[config.mk]
export PLATFORM = sky130hd
export DESIGN_NAME = tcw_front
export DESIGN_NICKNAME = d
export VERILOG_FILES = /design/src/sv/tcw_pkg.sv /design/src/sv/tcw_front.sv
export SDC_FILE = /design/constraint.sdc
export NUM_CORES = 1
export LEC_CHECK = 0
export BUFFER_PORTS_ARGS = -buffer_cell sky130_fd_sc_hd__clkbuf_2
export CAP_MARGIN = 20
export CORE_MARGIN = 5
export CORE_UTILIZATION = 40
export CTS_CLUSTER_DIAMETER = 50
export DETAILED_ROUTE_END_ITERATION = 10
export PLACE_DENSITY = 0.86
export REMOVE_ABC_BUFFERS = 1
export SLEW_MARGIN = 20
export SYNTH_ARGS = -nofsm -noshare
export SYNTH_HDL_FRONTEND = slang
export SYNTH_SLANG_ARGS = --single-unit
[constraint.sdc]
create_clock -name clk -period 2.5 [get_ports clk]
set_input_delay 0.125 -clock clk [delete_from_list [all_inputs] [get_ports clk]]
set_output_delay 0.125 -clock clk [all_outputs]
set_load 0.005 [all_outputs]
[src/sv/tcw_pkg.sv]
`default_nettype none

package tcw_pkg;

	// default screen geometry
	localparam int TCW_COLUMNS = 80;
	localparam int TCW_ROWS    = 25;

	// command queue between front and back
	localparam int QUEUE_DEPTH = 2;
	localparam int QPTR_W      = $clog2(QUEUE_DEPTH);

	localparam logic [7:0] NEWLINE_CODE = 8'h0A;
	localparam logic [7:0] BLANK_CODE   = 8'h20;
	localparam logic [7:0] RESET_ATTR   = 8'h0A;

	typedef enum logic [1:0] {
		OP_PUT   = 2'd0,
		OP_CLEAR = 2'd1,
		OP_READ  = 2'd2,
		OP_NOP   = 2'd3
	} opcode_t;

	typedef enum logic [2:0] {
		CMD_PUT,
		CMD_NEWLINE,
		CMD_CLEAR,
		CMD_READ,
		CMD_NOP
	} cmd_kind_t;

	typedef struct packed {
		cmd_kind_t  kind;
		logic [7:0] char_code;
		logic [7:0] attribute;
		logic [4:0] row;
		logic [6:0] col;
	} cmd_t;

	typedef struct packed {
		logic [15:0] cell_entry;
		logic [4:0]  pos_row;
		logic [6:0]  pos_col;
		logic        scrolled;
	} result_t;

	typedef enum logic [1:0] {
		ST_FILL,
		ST_IDLE,
		ST_READ
	} back_state_t;

endpackage

`default_nettype wire

[src/sv/tcw_front.sv]
`default_nettype none

module tcw_front
	import tcw_pkg::*;
#(
	parameter int COLUMNS = TCW_COLUMNS,
	parameter int ROWS    = TCW_ROWS
) (
	input  wire logic       clk,
	input  wire logic       arst_n,
	input  wire logic       enable,
	input  wire logic       in_valid,
	output logic            in_ready,
	input  wire logic [1:0] opcode,
	input  wire logic [7:0] char_code,
	input  wire logic [7:0] attribute,
	input  wire logic [4:0] cell_row,
	input  wire logic [6:0] cell_col,
	output logic            cmd_valid,
	input  wire logic       cmd_ready,
	output cmd_t            cmd
);

	logic      valid_s1;
	cmd_t      cmd_s1;
	cmd_kind_t kind;
	logic      in_range;
	logic      take;

	assign in_range = (int'(cell_row) < ROWS) && (int'(cell_col) < COLUMNS);

	always_comb begin
		unique case (opcode_t'(opcode))
			OP_PUT:   kind = (char_code == NEWLINE_CODE) ? CMD_NEWLINE : CMD_PUT;
			OP_CLEAR: kind = CMD_CLEAR;
			OP_READ:  kind = in_range ? CMD_READ : CMD_NOP;
			OP_NOP:   kind = CMD_NOP;
		endcase
	end

	assign in_ready  = enable && (!valid_s1 || cmd_ready);
	assign take      = in_valid && in_ready;
	assign cmd_valid = valid_s1;
	assign cmd       = cmd_s1;

	always_ff @(posedge clk or negedge arst_n) begin
		if (!arst_n) begin
			valid_s1 <= 1'b0;
		end else if (take) begin
			valid_s1 <= 1'b1;
		end else if (cmd_ready) begin
			valid_s1 <= 1'b0;
		end
	end

	always_ff @(posedge clk) begin
		if (take) begin
			cmd_s1 <= '{kind: kind, char_code: char_code, attribute: attribute,
				row: cell_row, col: cell_col};
		end
	end

endmodule

`default_nettype wire

==> summary.md <==
| Metric | Value |
|---|---|
| Synth-to-Final Area Change | `70.8%` |
| Final Max Tran Viols | `0` |
| Crit Path Category | `register to register` |
| Final worst setup slack | `0.782 ns` |
| Number of global-route vias before repair | `836` |
| Hold slack | `0.0687 ns` |
| Synthesized instance count | `47` |
| ANT cells | `0` |
| Most frequent cells in the layout | `clkbuf_2, edfxtp_1, dlygate4sd3_1, clkbuf_4, nand2_1` |
| Status | `finished clean` |
| Die Width | `61.4 um` |
| ANT nets after route | `0` |
| Worst hold start | `in_valid` |
| Reg area | `956 um2` |
| Overall die height | `61.4 um` |
| Pre-antenna DRT Iters | `4` |
| Fill cell count | `154` |
| Hold depth | `3` |
| Reg2Reg Depth | `3` |
| CTS tree | `yes` |
| Root buffer cell | `clkbuf_4` |
| Row Count | `18` |
| Commonest non-fill, non-tap cell in the layout | `clkbuf_2` |
| Total CTS buffers | `5` |
| Vias per cell | `4.46` |
| Per-cell routed wire length | `15.3 um` |
| Clock transition at path regs | `0.09 ns` |
| Pin count of the biggest net entering global routing | `21` |
| Max Fclk | `582 MHz` |
| FF-to-FF setup slack | `0.78 ns` |
| Min Tclk post-route | `1.72 ns` |
| Synth cell types | `15` |
| Setup TNS | `0 ns` |
| Worst slew pin tran | `0.582 ns` |
| Htree depth | `2` |
| CP Max Fanout | `20` |
| GR Overflow Total | `0` |
| Post-Route Skew | `0.00730 ns` |
| Reg-to-reg critical path startpoint | `cmd_valid` |
| Hold-fix buffers, CTS | `29` |
| Dpl hpwl | `1.89 mm` |
| Fraction of layout cells with a size suffix above 1 | `0.500` |
| Post-CTS resize count | `0` |
| Number of max-cap violations | `0` |
| Initial Util | `0.423` |
| #FFs+latches synth | `32` |
| Crit path DAT | `1.73 ns` |
| Vias | `811` |
| Gp weighted congestion | `0.665` |
| Post-CTS Setup Repair Bufs | `0` |
| Final setup viols | `0` |
| Area of the multi-input gates | `104 um2` |
| Pwr dens | `617 nW/um2` |
| Lkg Pwr | `0.783 nW` |
| Final Hold Fails | `0` |
| Mean Syn Cell Area | `22.5 um2` |
| Hold WC Path Type | `primary input to register` |
| Critical Path Start Type | `register` |
| VDD IR max | `432 uV` |
| Core Area | `2500 um2` |
| DRC violations left | `0` |
| Initial antenna violation count | `0` |
| Final period utilization | `0.687` |
| Mapped Area | `1060 um2` |
| Post-synthesis sequential area ratio | `0.904` |
| Global-route wire length before repair | `3.95 mm` |
| Reg2reg end | `cmd[1]` |
| Final net count | `186` |
| Final WL | `2.78 mm` |
| Post-Place Setup Slack | `0.819 ns` |
| Max Root-Sink Buffers | `2` |
| Type of destination of the critical path | `register` |
| CTS Sinks | `32` |
| RSZ-0062 raised after global routing | `no` |
| CP required | `2.52 ns` |
| Initial DRC count | `33` |
| Min-Delay Endpoint | `cmd_valid` |
| YS warnings | `0` |
| Top Ports | `68` |
| Die footprint | `3770 um2` |
| Critical Path Start | `cmd_valid` |
| Port Buffers | `67` |
| Total track usage | `0.157` |
| Worst-skew pair later-pin latency | `0.33 ns` |
| Slew margin rel. | `0.610` |
per-layer routing:
metal | routed length [um] | GRT usage | vias to the layer above | share of wire
li1 | - | - | 397 | -
met1 | 930 | 0.149 | 360 | 0.33
met2 | 1420 | 0.290 | 47 | 0.51
met3 | 370 | 0.0545 | 7 | 0.13
met4 | 56 | 0.0909 | 0 | 0.020
met5 | 0 | 0 | - | 0
state kept, by name, indices dropped and copies added, names as in the netlist:
name,count
cmd_valid,1
cmd,31
worst max-delay path: stages, from the launching register on:
cell      delay (ns)
dfrtp_1         0.39
nand2b_1        0.12
nor2b_2         0.53
buf_4           0.38
cells in the mapped netlist (all sizes together):
cell | number | share of area
o21ai | 1 | 0.0047
dfrtp | 1 | 0.024
nand2b | 1 | 0.0059
o21a | 1 | 0.0071
nand4b | 1 | 0.0083
o311ai | 1 | 0.015
nor3b | 1 | 0.0071
and2 | 1 | 0.0059
nor4 | 1 | 0.0059
nand3 | 1 | 0.0047
nor2b | 1 | 0.0059
a21oi | 1 | 0.0047
edfxtp | 31 | 0.88
mux2i | 1 | 0.0095
nand2 | 3 | 0.011
area by class of cell:
cell class / instances / area share
Multi-Input combinational cell: 15 / 0.0575
Sequential cell: 32 / 0.529
Timing Repair Buffer: 97 / 0.351
Clock buffer: 5 / 0.0208
Clock inverter: 3 / 0.0208
Tap cell: 30 / 0.0208
metrics by stage:
stage                     total power [W]   util  std cells  area (um2)
after floorplan                  0.000656      -         47        1060
after global placement           0.000712  0.576        145        1440
after detailed placement         0.000716  0.576        145        1440
after CTS                         0.00111  0.722        182        1810
final                             0.00111  0.722        182        1810
after global routing              0.00115  0.722        182        1810
worst max path at each step:
stage,end,slack (ns),cells after the start
after CTS,cmd[26],0.81,3
after detailed placement,cmd[24],0.82,3
after global placement,cmd[22],0.89,3
after floorplan,cmd[0],0.18,2
after global routing,cmd[1],0.68,3
final,cmd[1],0.78,3
where the power goes:
part           internal [W]  total, W  leakage [nW]  switching [W]
logic             0.0000697  0.000118         0.441      0.0000482
clock network      0.000204  0.000373        0.0403       0.000169
registers          0.000616  0.000622         0.302     0.00000646
logic make-up after synthesis:
group | synth area share
mux | 0.00947
compound gates | 0.0320
simple gates | 0.0545
flops | 0.904
Power figures use the tool's default switching activity.
