### src/sv/tcw_pkg.sv
`default_nettype none

package tcw_pkg;

	// default screen geometry
	localparam int TCW_COLUMNS = 80;
	localparam int TCW_ROWS    = 25;

	// command queue between front and back
	localparam int QUEUE_DEPTH = 2;
	localparam int QPTR_W      = $clog2(QUEUE_DEPTH);

	localparam logic [7:0] NEWLINE_CODE = 8'h0A;
	localparam logic [7:0] BLANK_CODE   = 8'h20;
	localparam logic [7:0] RESET_ATTR   = 8'h0A;

	typedef enum logic [1:0] {
		OP_PUT   = 2'd0,
		OP_CLEAR = 2'd1,
		OP_READ  = 2'd2,
		OP_NOP   = 2'd3
	} opcode_t;

	typedef enum logic [2:0] {
		CMD_PUT,
		CMD_NEWLINE,
		CMD_CLEAR,
		CMD_READ,
		CMD_NOP
	} cmd_kind_t;

	typedef struct packed {
		cmd_kind_t  kind;
		logic [7:0] char_code;
		logic [7:0] attribute;
		logic [4:0] row;
		logic [6:0] col;
	} cmd_t;

	typedef struct packed {
		logic [15:0] cell_entry;
		logic [4:0]  pos_row;
		logic [6:0]  pos_col;
		logic        scrolled;
	} result_t;

	typedef enum logic [1:0] {
		ST_FILL,
		ST_IDLE,
		ST_READ
	} back_state_t;

endpackage

`default_nettype wire

### src/sv/tcw_fifo.sv
`default_nettype none

module tcw_fifo
	import tcw_pkg::*;
(
	input  wire logic clk,
	input  wire logic arst_n,
	input  wire logic in_valid,
	output logic      in_ready,
	input  wire cmd_t in_data,
	output logic      out_valid,
	input  wire logic out_ready,
	output cmd_t      out_data
);

	localparam logic [QPTR_W-1:0] LAST_SLOT = QPTR_W'(QUEUE_DEPTH - 1);
	localparam logic [QPTR_W:0]   FULL_CNT  = (QPTR_W + 1)'(QUEUE_DEPTH);

	cmd_t              slot_q [QUEUE_DEPTH];
	logic [QPTR_W-1:0] wr_ptr_q;
	logic [QPTR_W-1:0] rd_ptr_q;
	logic [QPTR_W:0]   count_q;
	logic              push;
	logic              pop;

	assign in_ready  = (count_q != FULL_CNT);
	assign out_valid = (count_q != '0);
	assign out_data  = slot_q[rd_ptr_q];
	assign push      = in_valid && in_ready;
	assign pop       = out_valid && out_ready;

	always_ff @(posedge clk or negedge arst_n) begin
		if (!arst_n) begin
			wr_ptr_q <= '0;
			rd_ptr_q <= '0;
			count_q  <= '0;
		end else begin
			if (push) begin
				wr_ptr_q <= (wr_ptr_q == LAST_SLOT) ? '0 : wr_ptr_q + 1'b1;
			end
			if (pop) begin
				rd_ptr_q <= (rd_ptr_q == LAST_SLOT) ? '0 : rd_ptr_q + 1'b1;
			end
			if (push && !pop) begin
				count_q <= count_q + 1'b1;
			end else if (pop && !push) begin
				count_q <= count_q - 1'b1;
			end
		end
	end

	always_ff @(posedge clk) begin
		if (push) begin
			slot_q[wr_ptr_q] <= in_data;
		end
	end

endmodule

`default_nettype wire

### config.mk
export PLATFORM = sky130hd
export DESIGN_NAME = tcw_fifo
export DESIGN_NICKNAME = d
export VERILOG_FILES = /design/src/sv/tcw_pkg.sv /design/src/sv/tcw_fifo.sv
export SDC_FILE = /design/constraint.sdc
export NUM_CORES = 1
export LEC_CHECK = 0
export ABC_AREA = 1
export CORE_ASPECT_RATIO = 1.25
export CORE_UTILIZATION = 55
export DETAILED_ROUTE_END_ITERATION = 6
export DONT_BUFFER_PORTS = 1
export PLACE_DENSITY = 0.82
export SYNTH_ARGS = -nofsm -noshare
export SYNTH_HDL_FRONTEND = slang
export SYNTH_SLANG_ARGS = --single-unit
### constraint.sdc
create_clock -name clk -period 2.4 [get_ports clk]
set_clock_uncertainty 0.15 [all_clocks]
set_input_delay 0.24 -clock clk [delete_from_list [all_inputs] [get_ports clk]]
set_output_delay 0.24 -clock clk [all_outputs]
set_load 0.05 [all_outputs]
==> run_results.csv, run 1 <==
group,metric,value,unit
status,outcome,"completed",
global_route,grt_pass1_wl,6600,um
global_route,grt_max_degree,33,
clock_tree,post_cts_buffers,0,
final_layout,stdcell_count,299,
floorplan,core,4460,um^2
sta,worst_hold_slack,34.1,ps
worst_hold_path,worstHoldPathType,"in -> async",
worst_setup_path,worst_ep_required_time,2010,ps
placed_design,place.gp.congestion,0.829,
sta,layout_min_cycle_time,1910,ps
run,maxCapViolations,0,
yosys,synth_edf_count,62,
yosys,async_flop_share,6.06,%
detailed_routing,drc_errors,0,
worst_setup_path,worst_setup_path_start_kind,"flop",
global_route,antenna_found_initial,0,
sta,slew_viol_final,0,
yosys,synthTopCellsByArea,"edfxtp_1 (72%), nand2_1 (13%), dfrtp_1 (3.9%)",
global_route,grt_pass1_vias,1437,
yosys,netlist_instances,191,
floorplan,placementRows,27,
placed_design,place_hpwl,2510,um
yosys,synth_top_cell_area_share,72.4,%
clock_tree,post_cts_resized,0,
detailed_routing,routed_wl,4180,um
detailed_routing,ant_nets,0,
clock_tree,clockBufferDepth,2,
floorplan,initial_utilization,57.7,%
sta,finalHoldViolCount,0,
worst_setup_path,r2r_cells,5,
global_route,grt_use_total,18.8,%
clock_tree,clk_pin_slew,60,ps
yosys,synth_commonest_cells,"nand2_1 (89), edfxtp_1 (62), nand2_2 (12), buf_6 (6)",
pwr,leakagePower,0.00126,uW
global_route,grt_overflow,0,
yosys,synth_warnings,0,
sta,tightest_slew,478,ps
pwr,ir_drop,0.812,mV
yosys,synth-seq-area-share,76.3,%
sta,period_share,79.5,%
final_layout,syn_to_final_growth,21.6,%
sta,relSlewSlack,68.1,%
detailed_routing,drt_iter0_markers,82,
yosys,synth_area_per_cell,13.5,um^2
final_layout,fin_nets,273,
floorplan,die_h,78.4,um
worst_setup_path,r2r_start,"count_q[0]$_DFFE_PN0P_",
clock_tree,htree_levels,3,
final_layout,drive_above_1_share,16.6,%
pwr,p_per_area,1400,nW/um^2
detailed_routing,via_count,1470,
worst_setup_path,cp_max_fo,19,
worst_setup_path,ff2ff_setup_slack,680,ps
clock_tree,cts_root_buffer,"clkbuf_8",
detailed_routing,vias_per_cell,4.92,
sta,max_freq,524,MHz
floorplan,io_pins,68,
yosys,synth-seq-cells,66,
yosys,yosysMostFrequentCell,"nand2_1",
yosys,ys_types,16,
sta,setup_viol,0,
clock_tree,cts_tree,"yes",
sta,rsz0062_at_grt,"false",
yosys,synthFlopType,"edfxtp_1",
clock_tree,clock-sinks,66,
clock_tree,insertion_delay,330,ps
worst_setup_path,crit_path_end_kind,"output port",
worst_setup_path,crit_arrival,1520,ps
clock_tree,cts-buffers-inserted,9,
placed_design,port_buffers,0,
worst_setup_path,crit_type,"reg -> out",
yosys,syn-cell-area,2570,um^2
detailed_routing,drt_first_pass_iters,4,
yosys,syn-num-nets,227,
yosys,yosys.area.top_type,"edfxtp_1",
placed_design,placed_cells,250,
final_layout,diodes,0,
worst_setup_path,timing.rr.end,"slot_q[1][24]$_DFFE_PP_",
floorplan,dieArea,4950,um^2
floorplan,die_w,63.2,um
detailed_routing,wl_per_cell,14.0,um
clock_tree,cts_hold_buffers,34,
[layout by cell type, fill, tap and decap left out, types with 2 or more instances in the layout]
cell and count:
nand2_1 89, edfxtp_1 62, dlygate4sd3_1 34, nand2_2 12
clkbuf_8 9, buf_4 8, inv_1 4, dfrtp_1 4
clkinv_2 3, inv_2 2, nand2_4 2, nor2_4 2
nand3_1 2, clkinv_1 2
[kinds of logic (layout without fill, tap and decap cells)]
group | after synthesis | after routing | synth area share, %
buffers and inverters | 14 | 64 | 4.53
DFF | 66 | 66 | 76.3
and+or+nand+nor | 108 | 108 | 17.7
xor gates and xnor gates | 2 | 2 | 0.973
adders and majority gates | 1 | 1 | 0.487
[layout make-up]
cell class / instances / area [um^2]
inverters: 7 / 33.8
clock buffers: 10 / 128
repair buffers: 42 / 400
clock inverters: 5 / 22.5
flip-flops and latches: 66 / 1960
multi-input cells: 111 / 508
well taps: 58 / 72.6
fillers: 340 / 1330
[metal layers]
| metal | track usage (%) | part of all wire, % | up-vias |
|---|---|---|---|
| li1 | - | - | 724 |
| met1 | 19.6 | 39 | 697 |
| met2 | 32.0 | 53 | 41 |
| met3 | 7.70 | 5.1 | 8 |
| met4 | 9.77 | 2.6 | 0 |
| met5 | 0 | 0 | - |
[power breakdown]
part	internal, uW	switching (uW)	leakage [uW]
logic	320	1670	0.000554
registers	1580	98.5	0.000624
clock network	356	364	0.0000808
total	2250	2130	0.00126
[metrics by stage]
| stage | utilization, % | area (um^2) | TNS (ps) | power, uW | setup slack (ps) |
|---|---|---|---|---|---|
| 2_1_floorplan | - | 2570 | -11130 | 3490 | -179 |
| 3_3_place_gp | 59.1 | 2640 | 0 | 3630 | 723 |
| 3_5_place_dp | 59.1 | 2640 | 0 | 3660 | 682 |
| 4_1_cts | 70.1 | 3130 | 0 | 4430 | 457 |
| 5_1_grt | 70.1 | 3130 | 0 | 4600 | 372 |
| 6_report | 70.1 | 3130 | 0 | 4390 | 491 |
[worst max-delay path by stage]
stage,start,end,slack (ps),cells past startpoint
final,rd_ptr_q$_DFFE_PN0P_,out_data[28],490,3
after global routing,rd_ptr_q$_DFFE_PN0P_,out_data[12],370,3
after CTS,rd_ptr_q$_DFFE_PN0P_,out_data[1],460,3
after detailed placement,count_q[0]$_DFFE_PN0P_,slot_q[1][25]$_DFFE_PP_,680,5
after global placement,count_q[0]$_DFFE_PN0P_,slot_q[1][25]$_DFFE_PP_,720,5
after floorplan,count_q[0]$_DFFE_PN0P_,slot_q[0][0]$_DFFE_PP_,-180,4
[sequential cells by signal, indices dropped and copies added (netlist names)]
register  cells
count_q       2
rd_ptr_q      1
slot_q       62
wr_ptr_q      1
[worst max-delay path, stage by stage, from the launching register on]
cell and delay [ps]:
dfrtp_1 460, buf_4 270, nand2_1 80, nand2_1 370
No activity file was read; power rests on OpenSTA's default activity.
==> inputs of run 2 (changes only) <==
- ABC_AREA: 1 -> 0
- CORE_UTILIZATION: 55 -> 60
- PLACE_DENSITY: 0.82 -> 0.85
- clock period: 2.4 -> 1.84 ns (I/O delays scaled with it)
==> run_results.csv, run 2 <==
group,metric,value,unit
floorplan,dieArea,4580,um^2
final_layout,reg_top3,"slot_q (62), count_q (2)",
final_layout,final_area,3210,um^2
worst_setup_path,crit_path_end_kind,"output port",
floorplan,initial_utilization,63.1,%
placed_design,port_buffers,0,
yosys,async_flop_share,6.06,%
yosys,synth-seq-cells,66,
sta,setup_viol,0,
pwr,p_per_area,1850,nW/um^2
sta,tns,0,ps
worst_setup_path,crit_type,"reg -> out",
yosys,synth_area_per_cell,22.5,um^2
final_layout,fin_nets,200,
detailed_routing,drt_iter0_markers,29,
pwr,comb_power_share,44.4,%
worst_hold_path,whs_path_depth,2,
final_layout,layout_common_cells,"edfxtp_1 (62), dlygate4sd3_1 (35), mux2_4 (29), clkbuf_8 (9), buf_4 (5)",
worst_setup_path,r2r_cells,6,
pwr,clockPowerShare,18.6,%
sta,period_share,96.9,%
clock_tree,cts-buffers-inserted,9,
pwr,switchingPower,2420,uW
global_route,grt_overflow,0,
final_layout,diodes,0,
final_layout,syn_to_final_growth,24.2,%
yosys,synthTopCellsByArea,"edfxtp_1 (72%), mux2_4 (17%), dfrtp_1 (3.9%)",
sta,slew_viol_final,0,
clock_tree,htree_levels,3,
pwr,switching_share,40.7,%
clock_tree,clockBufferDepth,2,
clock_tree,clock-sinks,66,
final_layout,regMostFlops,"slot_q",
clock_tree,cts_tree,"yes",
floorplan,placementRows,26,
pwr,intPower,3520,uW
run,maxCapViolations,0,
yosys,synth_warnings,0,
yosys,yosysMostFrequentCell,"edfxtp_1",
sta,finalHoldViolCount,0,
detailed_routing,via_count,1178,
final_layout,nFillCells,248,
final_layout,drive_above_1_share,33.1,%
yosys,synth_top_cell_area_share,72.0,%
detailed_routing,drc_errors,0,
detailed_routing,ant_nets,0,
placed_design,place_hpwl,2650,um
global_route,gr-usage-met1,17.7,%
yosys,ys_types,16,
clock_tree,insertion_delay,320,ps
placed_design,place.gp.congestion,0.637,
detailed_routing,wl_per_cell,19.1,um
floorplan,core,4100,um^2
pwr,p_seq_share,37.0,%
clock_tree,cts_root_buffer,"clkbuf_8",
global_route,busiest_layer,"met2",
worst_setup_path,worst_ep_required_time,1510,ps
sta,worst_hold_slack,232,ps
global_route,antenna_found_initial,0,
detailed_routing,routed_wl,4310,um
yosys,synth_commonest_cells,"edfxtp_1 (62), mux2_4 (29), dfrtp_1 (4), buf_12 (3), xnor2_1 (3)",
sta,rsz0062_at_grt,"false",
sta,layout_min_cycle_time,1780,ps
yosys,netlist_instances,115,
global_route,grt_pass1_vias,1263,
placed_design,placed_cell_area,2680,um^2
yosys,yosys.area.top_type,"edfxtp_1",
worst_setup_path,crit_arrival,1450,ps
final_layout,final_common_cell,"edfxtp_1",
status,outcome,"completed",
global_route,grt_use_met2,38.3,%
detailed_routing,drt_first_pass_iters,4,
global_route,grt_max_degree,32,
floorplan,die_h,75.4,um
clock_tree,post_cts_buffers,0,
yosys,syn-num-nets,151,
worst_setup_path,worst_setup_path_start_kind,"flop",
sta,max_freq,561,MHz
yosys,synth-seq-area-share,75.8,%
yosys,synth_edf_count,62,
sta,tightest_slew,299,ps
sta,relSlewSlack,80.1,%
clock_tree,clk_pin_slew,70,ps
final_layout,largest_register_ffs,62,
yosys,syn-cell-area,2590,um^2
floorplan,io_pins,68,
worst_setup_path,cp_max_fo,16,
global_route,grt_pass1_wl,6010,um
yosys,synthFlopType,"edfxtp_1",
pwr,leakagePower,0.00120,uW
worst_hold_path,worstHoldPathType,"in -> reg",
floorplan,die_w,60.7,um
detailed_routing,vias_per_cell,5.24,
pwr,ir_drop,1.53,mV
global_route,grt_use_total,20.5,%
global_route,use_met3,7.30,%
==> run 2: cell types whose count changed in the layout (fill, tap and decap cells not counted), moves of 2 or more <==
cell / before / now
buf_4: 8 / 5
inv_2: 2 / 0
xnor2_1: 1 / 3
buf_12: 0 / 2
mux2_4: 0 / 29
clkbuf_1: 1 / 4
inv_1: 4 / 1
xor2_1: 0 / 2
nand2_4: 2 / 0
nand2_1: 89 / 1
mux2_2: 0 / 2
nand2_2: 12 / 1
nand3_1: 2 / 0
clkinv_1: 2 / 0
==> run 2: stage by stage <==
step           setup WS [ps]  util, %  std cells  total power, uW
2_1_floorplan           4.82        -        115             4580
3_3_place_gp             270     65.4        174             4710
3_5_place_dp             139     65.4        174             4800
4_1_cts                 34.7     78.3        225             5980
5_1_grt                 5.52     78.4        225             6150
6_report                57.7     78.4        225             5950
==> run 2: cell type report <==
| cell class | instances | area, um^2 | area share (%) |
|---|---|---|---|
| timing repair buffer | 42 | 428 | 13.3 |
| inverter | 1 | 3.75 | 0.117 |
| clock buffer | 13 | 139 | 4.32 |
| sequential | 66 | 1960 | 61.1 |
| tap | 56 | 70.1 | 2.18 |
| multi-input combinational | 44 | 569 | 17.7 |
| clock inverter | 3 | 40.0 | 1.25 |
==> run 2: routing by layer <==
metal | part of all wire, % | wire (um)
met5 | 0 | 0
met4 | 1.5 | 63
met3 | 4.3 | 183
met2 | 61 | 2640
met1 | 33 | 1420
==> run 2: worst paths after layout <==
path                       slack (ps)                       to                   start
setup reg to reg                  110   count_q[1]$_DFFE_PN0P_  count_q[0]$_DFFE_PN0P_
setup / recovery                   60             out_data[25]    rd_ptr_q$_DFFE_PN0P_
hold reg to reg                   400   count_q[1]$_DFFE_PN0P_  count_q[1]$_DFFE_PN0P_
hold / removal                    230  slot_q[1][14]$_DFFE_PP_                in_valid
min in group asynchronous         530     rd_ptr_q$_DFFE_PN0P_                  arst_n
max in group asynchronous         810     rd_ptr_q$_DFFE_PN0P_                  arst_n
==> run 2: cell families (layout without fill, tap and decap cells) <==
group         Yosys count  count (layout)  synth area share, %
simple gates            7               7                 1.40
xor+xnor                5               5                 1.69
flops                  66              66                 75.8
mux                    31              31                 17.7
buf+inv                 5              59                 2.90
fa+ha+maj               1               1                0.483
==> run 2: repair_timing <==
item / CTS / global route
resized for setup: 0 / 1
endpoints found under the setup margin: 0 / 1
hold buffers: 35 / 0
endpoints found under the hold margin: 68 / 0
==> run 2: worst max-delay path, stage by stage, from the launching register on <==
cell	delay [ps]
dfrtp_2	390
buf_4	300
mux2_4	420
==> run 2: power groups by stage <==
stage / combinational (uW) / sequential [uW] / clock (uW)
finish: 2640 / 2200 / 1110
global route: 2730 / 2220 / 1200
CTS: 2640 / 2200 / 1130
detailed placement: 2570 / 2230 / 0
global placement: 2510 / 2200 / 0
floorplan: 2390 / 2180 / 0
